--- config.mk ---
export PLATFORM = sky130hd
export DESIGN_NAME = keypad_calculator_evaluator_top
export DESIGN_NICKNAME = d
export VERILOG_FILES = /design/src/hdl/kce_pkg.sv /design/src/hdl/keypad_calculator_evaluator_top.sv
export SDC_FILE = /design/constraint.sdc
export NUM_CORES = 1
export LEC_CHECK = 0
export BUFFER_PORTS_ARGS = -buffer_cell sky130_fd_sc_hd__buf_4
export CAP_MARGIN = 25
export CORE_MARGIN = 2
export CORE_UTILIZATION = 40
export CTS_CLUSTER_SIZE = 40
export DETAILED_ROUTE_END_ITERATION = 12
export HOLD_SLACK_MARGIN = 0.05
export REMOVE_ABC_BUFFERS = 1
export SYNTH_ARGS = -nofsm -noshare
export SYNTH_HDL_FRONTEND = slang
export SYNTH_SLANG_ARGS = --single-unit
--- constraint.sdc ---
create_clock -name aclk -period 4.7 [get_ports aclk]
set_clock_uncertainty 0.15 [all_clocks]
set_input_delay 0.47 -clock aclk [delete_from_list [all_inputs] [get_ports aclk]]
set_output_delay 0.47 -clock aclk [all_outputs]
set_load 0.01 [all_outputs]
--- src/hdl/kce_pkg.sv ---
`default_nettype none
// ----------------------------------------------------------------------------
// kce_pkg: shared types and constants for the keypad calculator evaluator
// Key codes, operator encodings, controller states and key decode helpers.
// ----------------------------------------------------------------------------
package kce_pkg;

    localparam int unsigned WORD_W  = 32;
    localparam int unsigned KEY_W   = 8;
    localparam int unsigned COUNT_W = 5;

    localparam logic [KEY_W-1:0] KEY_PLUS  = 8'h2B;
    localparam logic [KEY_W-1:0] KEY_MINUS = 8'h2D;
    localparam logic [KEY_W-1:0] KEY_STAR  = 8'h2A;
    localparam logic [KEY_W-1:0] KEY_SLASH = 8'h2F;
    localparam logic [KEY_W-1:0] KEY_EQUAL = 8'h3D;
    localparam logic [KEY_W-1:0] KEY_ZERO  = 8'h30;

    typedef enum logic [1:0] {
        OP_ADD = 2'd0,
        OP_SUB = 2'd1,
        OP_MUL = 2'd2,
        OP_DIV = 2'd3
    } op_t;

    typedef enum logic [2:0] {
        ST_IDLE,
        ST_DIGIT,
        ST_FOLD,
        ST_EMIT
    } state_t;

    function automatic logic key_is_op(input logic [KEY_W-1:0] key);
        return (key == KEY_PLUS) || (key == KEY_MINUS) || (key == KEY_STAR) ||
               (key == KEY_SLASH) || (key == KEY_EQUAL);
    endfunction

    function automatic op_t key_to_op(input logic [KEY_W-1:0] key);
        op_t op;
        op = OP_ADD;
        unique case (key)
            KEY_MINUS: op = OP_SUB;
            KEY_STAR:  op = OP_MUL;
            KEY_SLASH: op = OP_DIV;
            default:   op = OP_ADD;
        endcase
        return op;
    endfunction

endpackage
`default_nettype wire

--- src/hdl/keypad_calculator_evaluator_top.sv ---
`default_nettype none
// ----------------------------------------------------------------------------
// keypad_calculator_evaluator_top: left-to-right four-function calculator
// Takes one key per beat, builds numbers and folds them into an accumulator
// with bit-serial add/subtract and iterative multiply/divide.
// ----------------------------------------------------------------------------
// One key is taken per input beat, one at a time. A digit key is accepted,
// then runs a bit-serial number*10+digit pass, one bit per cycle.
// An operator key only loads the accumulator when it is the first operator
// of an expression; else it folds: add and subtract run one bit per
// cycle through a single full adder, multiply makes one shift-add step per
// cycle, divide one restoring quotient bit per cycle, all 32 steps long. The
// '=' key folds the same way, then loads the output register, and waits there
// while a previous result has not been taken.
// Division by zero yields all ones and raises m_divided_by_zero on the result.
// Arithmetic is unsigned and wraps at 32 bits; '=' clears all state.
module keypad_calculator_evaluator_top (
    input  wire logic        aclk,
    input  wire logic        aresetn,
    input  wire logic        s_valid,
    output logic             s_ready,
    input  wire logic [7:0]  s_key_code,
    output logic             m_valid,
    input  wire logic        m_ready,
    output logic [31:0]      m_result_value,
    output logic             m_divided_by_zero
);
    import kce_pkg::*;

    // control state
    state_t              state_reg, state_next;
    logic [COUNT_W-1:0]  count_reg, count_next;
    op_t                 op_reg, op_next;
    op_t                 next_op_reg, next_op_next;
    logic                have_reg, have_next;
    logic                dz_reg, dz_next;
    logic                eq_reg, eq_next;
    logic                m_valid_reg, m_valid_next;

    // datapath
    logic [WORD_W-1:0]   acc_reg, acc_next;
    logic [WORD_W-1:0]   cur_reg, cur_next;
    logic [WORD_W-1:0]   work_reg, work_next;     // product or remainder
    logic [WORD_W-1:0]   dig_reg, dig_next;       // digit value, shifted out LSB first
    logic [2:0]          hist_reg, hist_next;     // last three bits of the old number
    logic [1:0]          carry_reg, carry_next;
    logic [WORD_W-1:0]   res_reg, res_next;
    logic                res_dz_reg, res_dz_next;

    logic                accept;
    logic                last_step;
    logic [2:0]          dsum;                    // n[i-1] + n[i-3] + d[i] + carry
    logic [1:0]          asum;
    logic                b_bit;
    logic [WORD_W-1:0]   prod_sum;
    logic [WORD_W:0]     rem_shift;
    logic [WORD_W+1:0]   rem_diff;
    logic                q_bit;
    logic [KEY_W-1:0]    dig_low;
    logic                dig_neg;

    assign s_ready   = (state_reg == ST_IDLE);
    assign accept    = s_valid && s_ready;
    assign last_step = (count_reg == COUNT_W'(WORD_W - 1));

    // key - 48 taken as a 32-bit wrap: low byte plus sign fill
    assign dig_low = s_key_code - KEY_ZERO;
    assign dig_neg = (s_key_code < KEY_ZERO);

    // digit pass: new = (n<<3) + (n<<1) + d, one bit per cycle
    assign dsum = 3'(hist_reg[0]) + 3'(hist_reg[2]) + 3'(dig_reg[0]) + 3'(carry_reg);

    // add/subtract bit slice
    assign b_bit = (op_reg == OP_SUB) ? ~cur_reg[0] : cur_reg[0];
    assign asum  = 2'(acc_reg[0]) + 2'(b_bit) + 2'(carry_reg[0]);

    // shift-add multiply step
    assign prod_sum = work_reg + (cur_reg[0] ? acc_reg : '0);

    // restoring divide step
    assign rem_shift = {work_reg, acc_reg[WORD_W-1]};
    assign rem_diff  = {1'b0, rem_shift} - {2'b00, cur_reg};
    assign q_bit     = ~rem_diff[WORD_W+1];

    always_ff @(posedge aclk) begin
        if (!aresetn) begin
            state_reg   <= ST_IDLE;
            count_reg   <= '0;
            op_reg      <= OP_ADD;
            next_op_reg <= OP_ADD;
            have_reg    <= 1'b0;
            dz_reg      <= 1'b0;
            eq_reg      <= 1'b0;
            m_valid_reg <= 1'b0;
            acc_reg     <= '0;
            cur_reg     <= '0;
        end else begin
            state_reg   <= state_next;
            count_reg   <= count_next;
            op_reg      <= op_next;
            next_op_reg <= next_op_next;
            have_reg    <= have_next;
            dz_reg      <= dz_next;
            eq_reg      <= eq_next;
            m_valid_reg <= m_valid_next;
            acc_reg     <= acc_next;
            cur_reg     <= cur_next;
        end
    end

    always_ff @(posedge aclk) begin
        work_reg   <= work_next;
        dig_reg    <= dig_next;
        hist_reg   <= hist_next;
        carry_reg  <= carry_next;
        res_reg    <= res_next;
        res_dz_reg <= res_dz_next;
    end

    always_comb begin
        state_next   = state_reg;
        count_next   = count_reg;
        op_next      = op_reg;
        next_op_next = next_op_reg;
        have_next    = have_reg;
        dz_next      = dz_reg;
        eq_next      = eq_reg;
        m_valid_next = m_valid_reg;
        acc_next     = acc_reg;
        cur_next     = cur_reg;
        work_next    = work_reg;
        dig_next     = dig_reg;
        hist_next    = hist_reg;
        carry_next   = carry_reg;
        res_next     = res_reg;
        res_dz_next  = res_dz_reg;

        if (m_valid_reg && m_ready) begin
            m_valid_next = 1'b0;
        end

        unique case (state_reg)
            ST_IDLE: begin
                if (accept) begin
                    count_next = '0;
                    if (key_is_op(s_key_code)) begin
                        eq_next      = (s_key_code == KEY_EQUAL);
                        next_op_next = key_to_op(s_key_code);
                        if (have_reg) begin
                            work_next  = '0;
                            carry_next = (op_reg == OP_SUB) ? 2'd1 : 2'd0;
                            if (op_reg == OP_DIV && cur_reg == '0) begin
                                dz_next = 1'b1;
                            end
                            state_next = ST_FOLD;
                        end else begin
                            // first operator just loads the accumulator
                            acc_next  = cur_reg;
                            cur_next  = '0;
                            have_next = 1'b1;
                            if (s_key_code == KEY_EQUAL) begin
                                state_next = ST_EMIT;
                            end else begin
                                op_next = key_to_op(s_key_code);
                            end
                        end
                    end else begin
                        dig_next   = {{(WORD_W-KEY_W){dig_neg}}, dig_low};
                        hist_next  = '0;
                        carry_next = '0;
                        state_next = ST_DIGIT;
                    end
                end
            end

            ST_DIGIT: begin
                cur_next   = {dsum[0], cur_reg[WORD_W-1:1]};
                hist_next  = {hist_reg[1:0], cur_reg[0]};
                carry_next = dsum[2:1];
                dig_next   = {1'b0, dig_reg[WORD_W-1:1]};
                count_next = count_reg + 1'b1;
                if (last_step) begin
                    state_next = ST_IDLE;
                end
            end

            ST_FOLD: begin
                count_next = count_reg + 1'b1;
                unique case (op_reg)
                    OP_ADD, OP_SUB: begin
                        acc_next   = {asum[0], acc_reg[WORD_W-1:1]};
                        cur_next   = {1'b0, cur_reg[WORD_W-1:1]};
                        carry_next = {1'b0, asum[1]};
                    end
                    OP_MUL: begin
                        work_next = prod_sum;
                        acc_next  = last_step ? prod_sum : {acc_reg[WORD_W-2:0], 1'b0};
                        cur_next  = {1'b0, cur_reg[WORD_W-1:1]};
                    end
                    OP_DIV: begin
                        work_next = q_bit ? rem_diff[WORD_W-1:0] : rem_shift[WORD_W-1:0];
                        acc_next  = {acc_reg[WORD_W-2:0], q_bit};
                        if (last_step) begin
                            cur_next = '0;
                        end
                    end
                    default: ;
                endcase
                if (last_step) begin
                    have_next = 1'b1;
                    if (eq_reg) begin
                        state_next = ST_EMIT;
                    end else begin
                        op_next    = next_op_reg;
                        state_next = ST_IDLE;
                    end
                end
            end

            ST_EMIT: begin
                if (!m_valid_reg || m_ready) begin
                    res_next     = acc_reg;
                    res_dz_next  = dz_reg;
                    m_valid_next = 1'b1;
                    acc_next     = '0;
                    cur_next     = '0;
                    op_next      = OP_ADD;
                    have_next    = 1'b0;
                    dz_next      = 1'b0;
                    eq_next      = 1'b0;
                    state_next   = ST_IDLE;
                end
            end

            default: state_next = ST_IDLE;
        endcase
    end

    assign m_valid           = m_valid_reg;
    assign m_result_value    = res_reg;
    assign m_divided_by_zero = res_dz_reg;

    // a result beat only appears out of the emit step
    assert property (@(posedge aclk) disable iff (!aresetn)
        $rose(m_valid_reg) |-> $past(state_reg) == ST_EMIT)
        else $error("result valid raised outside emit");

    // a fold always leaves the current number cleared and an operand held
    assert property (@(posedge aclk) disable iff (!aresetn)
        (state_reg == ST_FOLD && last_step) |=> (cur_reg == '0 && have_reg))
        else $error("fold did not clear current number");

    // the step counter is back at zero whenever a serial pass ends
    assert property (@(posedge aclk) disable iff (!aresetn)
        ((state_reg == ST_DIGIT || state_reg == ST_FOLD) && last_step) |=> count_reg == '0)
        else $error("step counter out of sync");

    // emit never overwrites a result that has not been taken
    assert property (@(posedge aclk) disable iff (!aresetn)
        (m_valid_reg && !m_ready) |=> ($stable(res_reg) && $stable(res_dz_reg)))
        else $error("pending result overwritten");

endmodule
`default_nettype wire

==> impl_results.md, run 1 <==
* Max Cap Viol at 0
* # rows at 63
* Drt pass-1 iters at 9
* Ports at 47
* Worst slew margin at 31.4%
* FMAX at 259 MHz
* Layout cells sized above 1 at 10.1%
* Post-synthesis register bit count at 181
* RSZ-0062 raised after global routing: no
* Max rail drop VDD at between 400 and 500 uV
* Hold buffer count at CTS at 0
* Sequential-to-total area share from yosys stat at 38.7%
* Critical path's slowest cell: dfxtp_1
* NumNets Final at approximately 1500
* Slew Limit Fails at 0
* Die footprint at 31400 um^2
* CTS tree: built
* Fin. Hold Viols at 0
* CP Data Required Time at 4720 ps
* Largest net degree at the start of global routing at 52
* Hpwl dp at ~25000 um
* Cells after synthesis at 1392
* Power per cell area at around 650 nW/um^2
* Gr usage total at between 20% and 30%
* Mapped Area at 12000 um^2
* Vias in the first global route at 10351
* Post-synth top area cell: edfxtp_1
* Ys flop type: edfxtp_1
* H-tree depth at 4
* Syn avg cell area at between 8 and 9 um^2
* Pleak at slightly above 5 nW
* Yosys cell types at 81
* Sink Count at roughly 180
* Kind of critical path: reg -> reg
* Setup Buffers After CTS at 0
* Endpoint class of the critical path: register
* First-pass GRT wire length at between 50000 and 60000 um
* Share of flip-flops with an asynchronous set or reset at 0%
* Port Buf Inserts at 46
* GR Overflow Total at 0
* Clock Tree Buf Depth at 2
* Final Critical Period at approximately 3900 ps
* Status: completed
* GPL Wtd Cong at 0.926
* Num CTS Buffers at 17
* Final wirelength at 36800 um
* Antenna Diode Count at 0
* Core footprint at 29600 um^2
* Crit path largest cell delay at 700 ps
* Worst-path fanout max at 16
* Via density at around 6.0
* R2r setup slk at 840 ps
* Fillers at about 2900
* Setup_tns at 0 ps
* Commonest non-fill, non-tap cells in the layout: nand2_1, a21oi_1, nor2_1
* Clock Pin Slew Worst Setup and Hold Paths at 80 ps
* DRC errors left at 0
* Post-synth top area share at around 26%
* Commonest non-fill, non-tap cell in the layout: nand2_1
* Worst-path cell chain: and2_1 -> ha_1 -> a21o_1 -> a21oi_1 -> o221ai_1 -> a32oi_1 -> a21oi_1 -> a221oi_1 -> xor2_1 -> nand2_1 -> nand2_1 -> a31oi_1
* Synth top area cells: edfxtp_1, dfxtp_1, ha_1
* # setup viols final at 0
* WL/cell at 20.4 um
* Overall Power at 0.00875 W
* Post-CTS sizing at 0
* Via count at 10808
* Final ANT Viol Nets at 0
* Storage cell area at 4650 um^2
* Post-synth EDFFs at between 100 and 150
* Final period util at 82.2%
* Post-layout util at 45.3%
* CP startpoint kind: register
* Multi-input gate area at just under 7000 um^2
* Die W at between 150 and 200 um
* Clock root cell: clkbuf_16
* Critical Path AT at between 3000 and 4000 ps
* Antenna violations before repair at 0
* DRT iter0 DRCs at roughly 1100
* Worst hold path class: in -> reg
* Worst skew pair latency at 450 ps
* Worst Tran Pin Value at 1030 ps
* Yosys Warn Count at 0
* Die height at 177 um
* Initial core utilization at between 40% and 50%
* Area growth from synthesis to layout at 11.5%
-- cells in the mapped netlist (all sizes together), types with 6 or more instances --
cell and number:
nor4 11, xnor2 36, xor2 19, nand2 159, clkbuf 62, o21a 10, a222oi 8, nand3 57
nand2b 6, o21ai 85, nor2 107, edfxtp 102, o211ai 33, a221oi 13, ha 73, nand4 13
mux2 8, or3 6, dfxtp 79, o21bai 6, a311oi 13, a21oi 144, inv 61, nor2b 15
and2 45, buf 21, and3 19, a31oi 15, a21o 52, a211oi 15, nor3 18
-- worst max-delay path: cells and delay by family, from the launching register on --
kind / cells / cell delay, ps
AND/OR/NAND/NOR: 3 / 390
flip-flops: 1 / 700
AO/OA/AOI/OAI: 7 / 1790
XOR/XNOR: 1 / 260
adder cells (fa/ha/maj): 1 / 280
-- cells by family (layout without fill, tap and decap cells) --
logic type / after synthesis / after routing / share of synthesized area, %
and+or+nand+nor: 474 / 474 / 18.8
AOI/OAI and AO/OA: 446 / 446 / 24.2
DFF: 181 / 181 / 38.7
buffers and inverters: 145 / 165 / 4.69
adders and majority gates: 78 / 78 / 8.44
xor gates and xnor gates: 55 / 55 / 4.01
muxes: 13 / 13 / 1.17
-- cell type report --
type | instances | share of cell area, %
sequential | 181 | 34.7
inverter | 62 | 1.74
timing repair buffer | 71 | 4.11
clock inverter | 14 | 1.31
clock buffer | 18 | 3.28
tap | 390 | 3.65
multi-input combinational | 1066 | 51.2
-- per-stage QoR --
stage | cell area (um^2) | hold slack (ps) | cells | worst slack [ps]
6_report | 13400 | 184 | 1802 | 838
5_1_grt | 13400 | 167 | 1802 | 538
4_1_cts | 13400 | 164 | 1802 | 908
3_5_place_dp | 12800 | 295 | 1770 | 929
3_3_place_gp | 12700 | 310 | 1768 | 968
2_1_floorplan | 11700 | 259 | 1309 | -10.4
-- path summary, 6_finish.rpt --
path                            from                           to  cells past startpoint
max          cur_reg[0]$_SDFFE_PN0P_   work_reg[19]$_SDFFCE_PN0P_                     12
min                    s_key_code[3]         dig_reg[3]$_DFFE_PP_                      2
max reg2reg  cur_reg[0]$_SDFFE_PN0P_   work_reg[19]$_SDFFCE_PN0P_                     12
min reg2reg      dz_reg$_SDFFE_PN0P_  m_divided_by_zero$_DFFE_PP_                      0
-- layer usage --
| metal | part of all wire (%) | vias up | global-route usage, % |
|---|---|---|---|
| li1 | - | 5133 | - |
| met1 | 45 | 5188 | 33.1 |
| met2 | 44 | 421 | 36.9 |
| met3 | 7.5 | 66 | 4.36 |
| met4 | 2.8 | 0 | 8.68 |
| met5 | 0 | - | 0 |
-- report_power, final --
group,internal (W),switching (W),total (W)
combinational,0.00155,0.00289,0.00444
clock,0.000784,0.000744,0.00153
sequential,0.00233,0.000457,0.00279
Note: power is estimated with default switching activity, not from simulation.
==> run 2, diff against run 1 <==
--- a/config.mk
+++ b/config.mk
@@ -5,6 +5,7 @@
 export SDC_FILE = /design/constraint.sdc
 export NUM_CORES = 1
 export LEC_CHECK = 0
+export ABC_AREA = 1
 export BUFFER_PORTS_ARGS = -buffer_cell sky130_fd_sc_hd__buf_4
 export CAP_MARGIN = 25
 export CORE_MARGIN = 2
==> constraint.sdc (replaced) <==
create_clock -name aclk -period 3.84 [get_ports aclk]
set_clock_uncertainty 0.15 [all_clocks]
set_input_delay 0.384 -clock aclk [delete_from_list [all_inputs] [get_ports aclk]]
set_output_delay 0.384 -clock aclk [all_outputs]
set_load 0.01 [all_outputs]
==> impl_results.md, run 2 <==
* Syn avg cell area at 7.08 um^2 (was 8.62 um^2)
* Worst-path cell chain: buf_4 -> nand2_1 -> inv_1 -> ha_1 -> nand2_1 -> nor2_1 -> inv_1 -> nor2_1 -> nand4_1 -> nand4_1 -> nand3_1 -> a21oi_1 -> nand2_1 -> a21oi_1 (was and2_1 -> ha_1 -> a21o_1 -> a21oi_1 -> o221ai_1 -> a32oi_1 -> a21oi_1 -> a221oi_1 -> xor2_1 -> nand2_1 -> nand2_1 -> a31oi_1)
* Die W at 185 um (was 177 um)
* Antenna violations before repair at 0 (unchanged)
* Ys flop type: edfxtp_1 (unchanged)
* Final period util at 95.1% (was 82.2%)
* Cell mode on critical path: nand2_1
* Clock Tree Buf Depth at 2 (unchanged)
* Vias in the first global route at 12063 (was 10351)
* Synth top area cells: edfxtp_1, nand2_1, dfxtp_1 (was edfxtp_1, dfxtp_1, ha_1)
* Kind of critical path: reg -> reg (unchanged)
* WL/cell at 19.5 um (was 20.4 um)
* Worst skew pair latency at 450 ps (about the same)
* Final wirelength at 45300 um (was 36800 um)
* Combinational share of power at 58.3% (was 50.7%)
* NumNets Final at 1961 (was 1489)
* Cells after synthesis at 1856 (was 1392)
* Endpoint class of the critical path: register (unchanged)
* Post-synth top area cell: edfxtp_1 (unchanged)
* Critical path's slowest cell: dfxtp_1 (unchanged)
* Cell with the most instances after synthesis: nand2_1 (unchanged)
* Critical Path AT at 3890 ps (was 3880 ps)
* Via density at 5.56 (was 6.00)
* Setup_tns at 0 ps (unchanged)
* GPL Wtd Cong at 0.947 (was 0.926)
* Mapped Area at 13100 um^2 (was 12000 um^2)
* Layout cells sized above 1 at 7.59% (was 10.1%)
* Crit path largest cell delay at 690 ps (was 700 ps)
* # setup viols final at 0 (unchanged)
* Max Cap Viol at 0 (unchanged)
* Largest net degree at the start of global routing at 72 (was 52)
* Post-layout util at 44.7% (was 45.3%)
* Core footprint at 32500 um^2 (was 29600 um^2)
* Die height at 185 um (was 177 um)
* Family with the most delay on the worst path: simple AND/OR/NAND/NOR gates (was compound AO/OA/AOI/OAI gates)
* Psw at 0.00649 W (was 0.00409 W)
* Int Power at 0.00600 W (was 0.00466 W)
* Clock Pin Slew Worst Setup and Hold Paths at 80 ps (about the same)
* Drt pass-1 iters at 7 (was 9)
* Share of flip-flops with an asynchronous set or reset at 0% (unchanged)
* Worst Tran Pin Value at 1070 ps (was 1030 ps)
* Pleak at 6.36 nW (was 5.09 nW)
* Yosys cell types at 53 (was 81)
* CP startpoint kind: register (unchanged)
* Clock network power share at 14.5% (was 17.5%)
* Fin. Hold Viols at 0 (unchanged)
* Clock root cell: clkbuf_16 (unchanged)
* Hpwl dp at 34900 um (was 25300 um)
* Initial core utilization at 40.5% (was 40.6%)
* Setup WS post-layout at 189 ps (was 838 ps)
* First-pass GRT wire length at 69100 um (was 57900 um)
* Max rail drop VDD at 887 uV (was 421 uV)
* Bufs and invs on worst path at 3 (was 0)
* Crit. path cell count at 14 (was 12)
* DRT iter0 DRCs at 1305 (was 1052)
* CP Data Required Time at 4080 ps (was 4720 ps)
* # rows at 66 (was 63)
* Antenna Diode Count at 0 (unchanged)
* Worst hold path class: in -> reg (unchanged)
* H-tree depth at 4 (unchanged)
* Setup Buffers After CTS at 0 (unchanged)
* Gr usage total at 26.6% (was 23.8%)
* Adder-Cell Fraction of Synth Area at 7.71% (was 8.44%)
* Fillers at 3339 (was 2877)
* Area growth from synthesis to layout at 10.4% (was 11.5%)
* Hold buffer count at CTS at 0 (unchanged)
* Worst-path fanout max at 23 (was 16)
* Largest family of logic cells by synthesized area: simple AND/OR/NAND/NOR gates (was compound AO/OA/AOI/OAI gates)
* DRC errors left at 0 (unchanged)
* Synth cell count leaders: nand2_1, inv_1, a21oi_1, o21ai_0, nor2_1 (was nand2_1, a21oi_1, nor2_1, edfxtp_1, dfxtp_1)
* Final ANT Viol Nets at 0 (unchanged)
* Post-synth EDFFs at 102 (unchanged)
* Switching share of power at 52.0% (was 46.8%)
* FMAX at 274 MHz (was 259 MHz)
* Via count at 12937 (was 10808)
* Post-CTS sizing at 0 (unchanged)
* Num CTS Buffers at 17 (unchanged)
* Yosys Warn Count at 0 (unchanged)
* GR Overflow Total at 0 (unchanged)
* Status: completed (unchanged)
* Reg power frac at 27.3% (was 31.8%)
* Pre-CTS WS at 306 ps (was 929 ps)
* Sequential-to-total area share from yosys stat at 35.3% (was 38.7%)
* Sink Count at 181 (unchanged)
* Simple-gate area share of the yosys netlist at 26.0% (was 18.8%)
* Multiplexer share of the synthesized area at 0% (was 1.17%)
* Post-synth top area share at 23.3% (was 25.5%)
* Slew Limit Fails at 0 (unchanged)
* Commonest non-fill, non-tap cell in the layout: nand2_1 (unchanged)
* Final Critical Period at 3650 ps (was 3860 ps)
* Ports at 47 (unchanged)
* Power per cell area at 861 nW/um^2 (was 654 nW/um^2)
* CTS tree: built (unchanged)
* Post-synthesis register bit count at 181 (unchanged)
* Worst R2R Path Depth at 14 (was 12)
* Compound-Gate Fraction of Synth Area at 19.5% (was 24.2%)
* Commonest non-fill, non-tap cells in the layout: nand2_1, inv_1, a21oi_1 (was nand2_1, a21oi_1, nor2_1)
* Worst slew margin at 28.9% (was 31.4%)
* Die footprint at 34300 um^2 (was 31400 um^2)
* Hold Path Depth at 4 (was 2)
* RSZ-0062 raised after global routing: no (unchanged)
* Port Buf Inserts at 46 (unchanged)
* Synth Area in XOR/XNOR at 1.87% (was 4.01%)
## run 2: cell type report
type / instances / area, um^2 / area share [%]
Clock buffer: 18 / 439 / 3.03
Inverter: 238 / 898 / 6.20
Clock inverter: 14 / 151 / 1.04
Multi-Input combinational cell: 1364 / 7280 / 50.2
Tap cell: 442 / 553 / 3.81
Timing Repair Buffer: 69 / 531 / 3.66
Sequential cell: 181 / 4640 / 32.0
## run 2: stage by stage
stage          power, W  cells  hold WS (ps)  area (um^2)
3_3_place_gp     0.0105   2294           300        13900
2_1_floorplan   0.00811   1783           259        12800
4_1_cts          0.0124   2326          80.5        14500
3_5_place_dp     0.0106   2294           296        13900
6_report         0.0125   2326          94.1        14500
5_1_grt          0.0134   2326           111        14500
## run 2: tightest hold or removal path, delay by kind of cell
| family | cells | cell delay, ps |
|---|---|---|
| AOI/OAI and AO/OA | 1 | 50 |
| buffers and inverters | 2 | 140 |
| and+or+nand+nor | 1 | 60 |
## run 2: kinds of logic (layout without fill, tap and decap cells)
group	Yosys count	in the layout
adders and majority gates	78	78
buffers and inverters	311	339
DFF	181	181
xor gates and xnor gates	28	28
and+or+nand+nor	802	802
AOI/OAI and AO/OA	456	456
## run 2: power groups by stage
stage / logic [W] / registers, W / clock network, W
2_1_floorplan: 0.00480 / 0.00332 / 0
3_3_place_gp: 0.00711 / 0.00342 / 0
3_5_place_dp: 0.00712 / 0.00344 / 0
4_1_cts: 0.00716 / 0.00339 / 0.00184
5_1_grt: 0.00804 / 0.00347 / 0.00190
6_report: 0.00727 / 0.00341 / 0.00181
## run 2: worst paths after layout
| check | from | end | slack, ps |
|---|---|---|---|
| worst max-delay path | cur_reg[0]$_SDFFE_PN0P_ | acc_reg[18]$_SDFFE_PN0P_ | 190 |
| worst min-delay path | m_ready | m_valid$_SDFF_PN0_ | 90 |
| worst max register to register | cur_reg[0]$_SDFFE_PN0P_ | acc_reg[18]$_SDFFE_PN0P_ | 190 |
| worst min register to register | dz_reg$_SDFFE_PN0P_ | m_divided_by_zero$_DFFE_PP_ | 310 |
## run 2: routing by layer
metal  up-vias  GRT usage [%]  part of all wire (%)
met3        64           3.79                   6.8
met2       520           41.9                    45
li1       6313              -                     -
met4         0           8.22                   2.5
met1      6040           37.5                    46
met5         -              0                     0
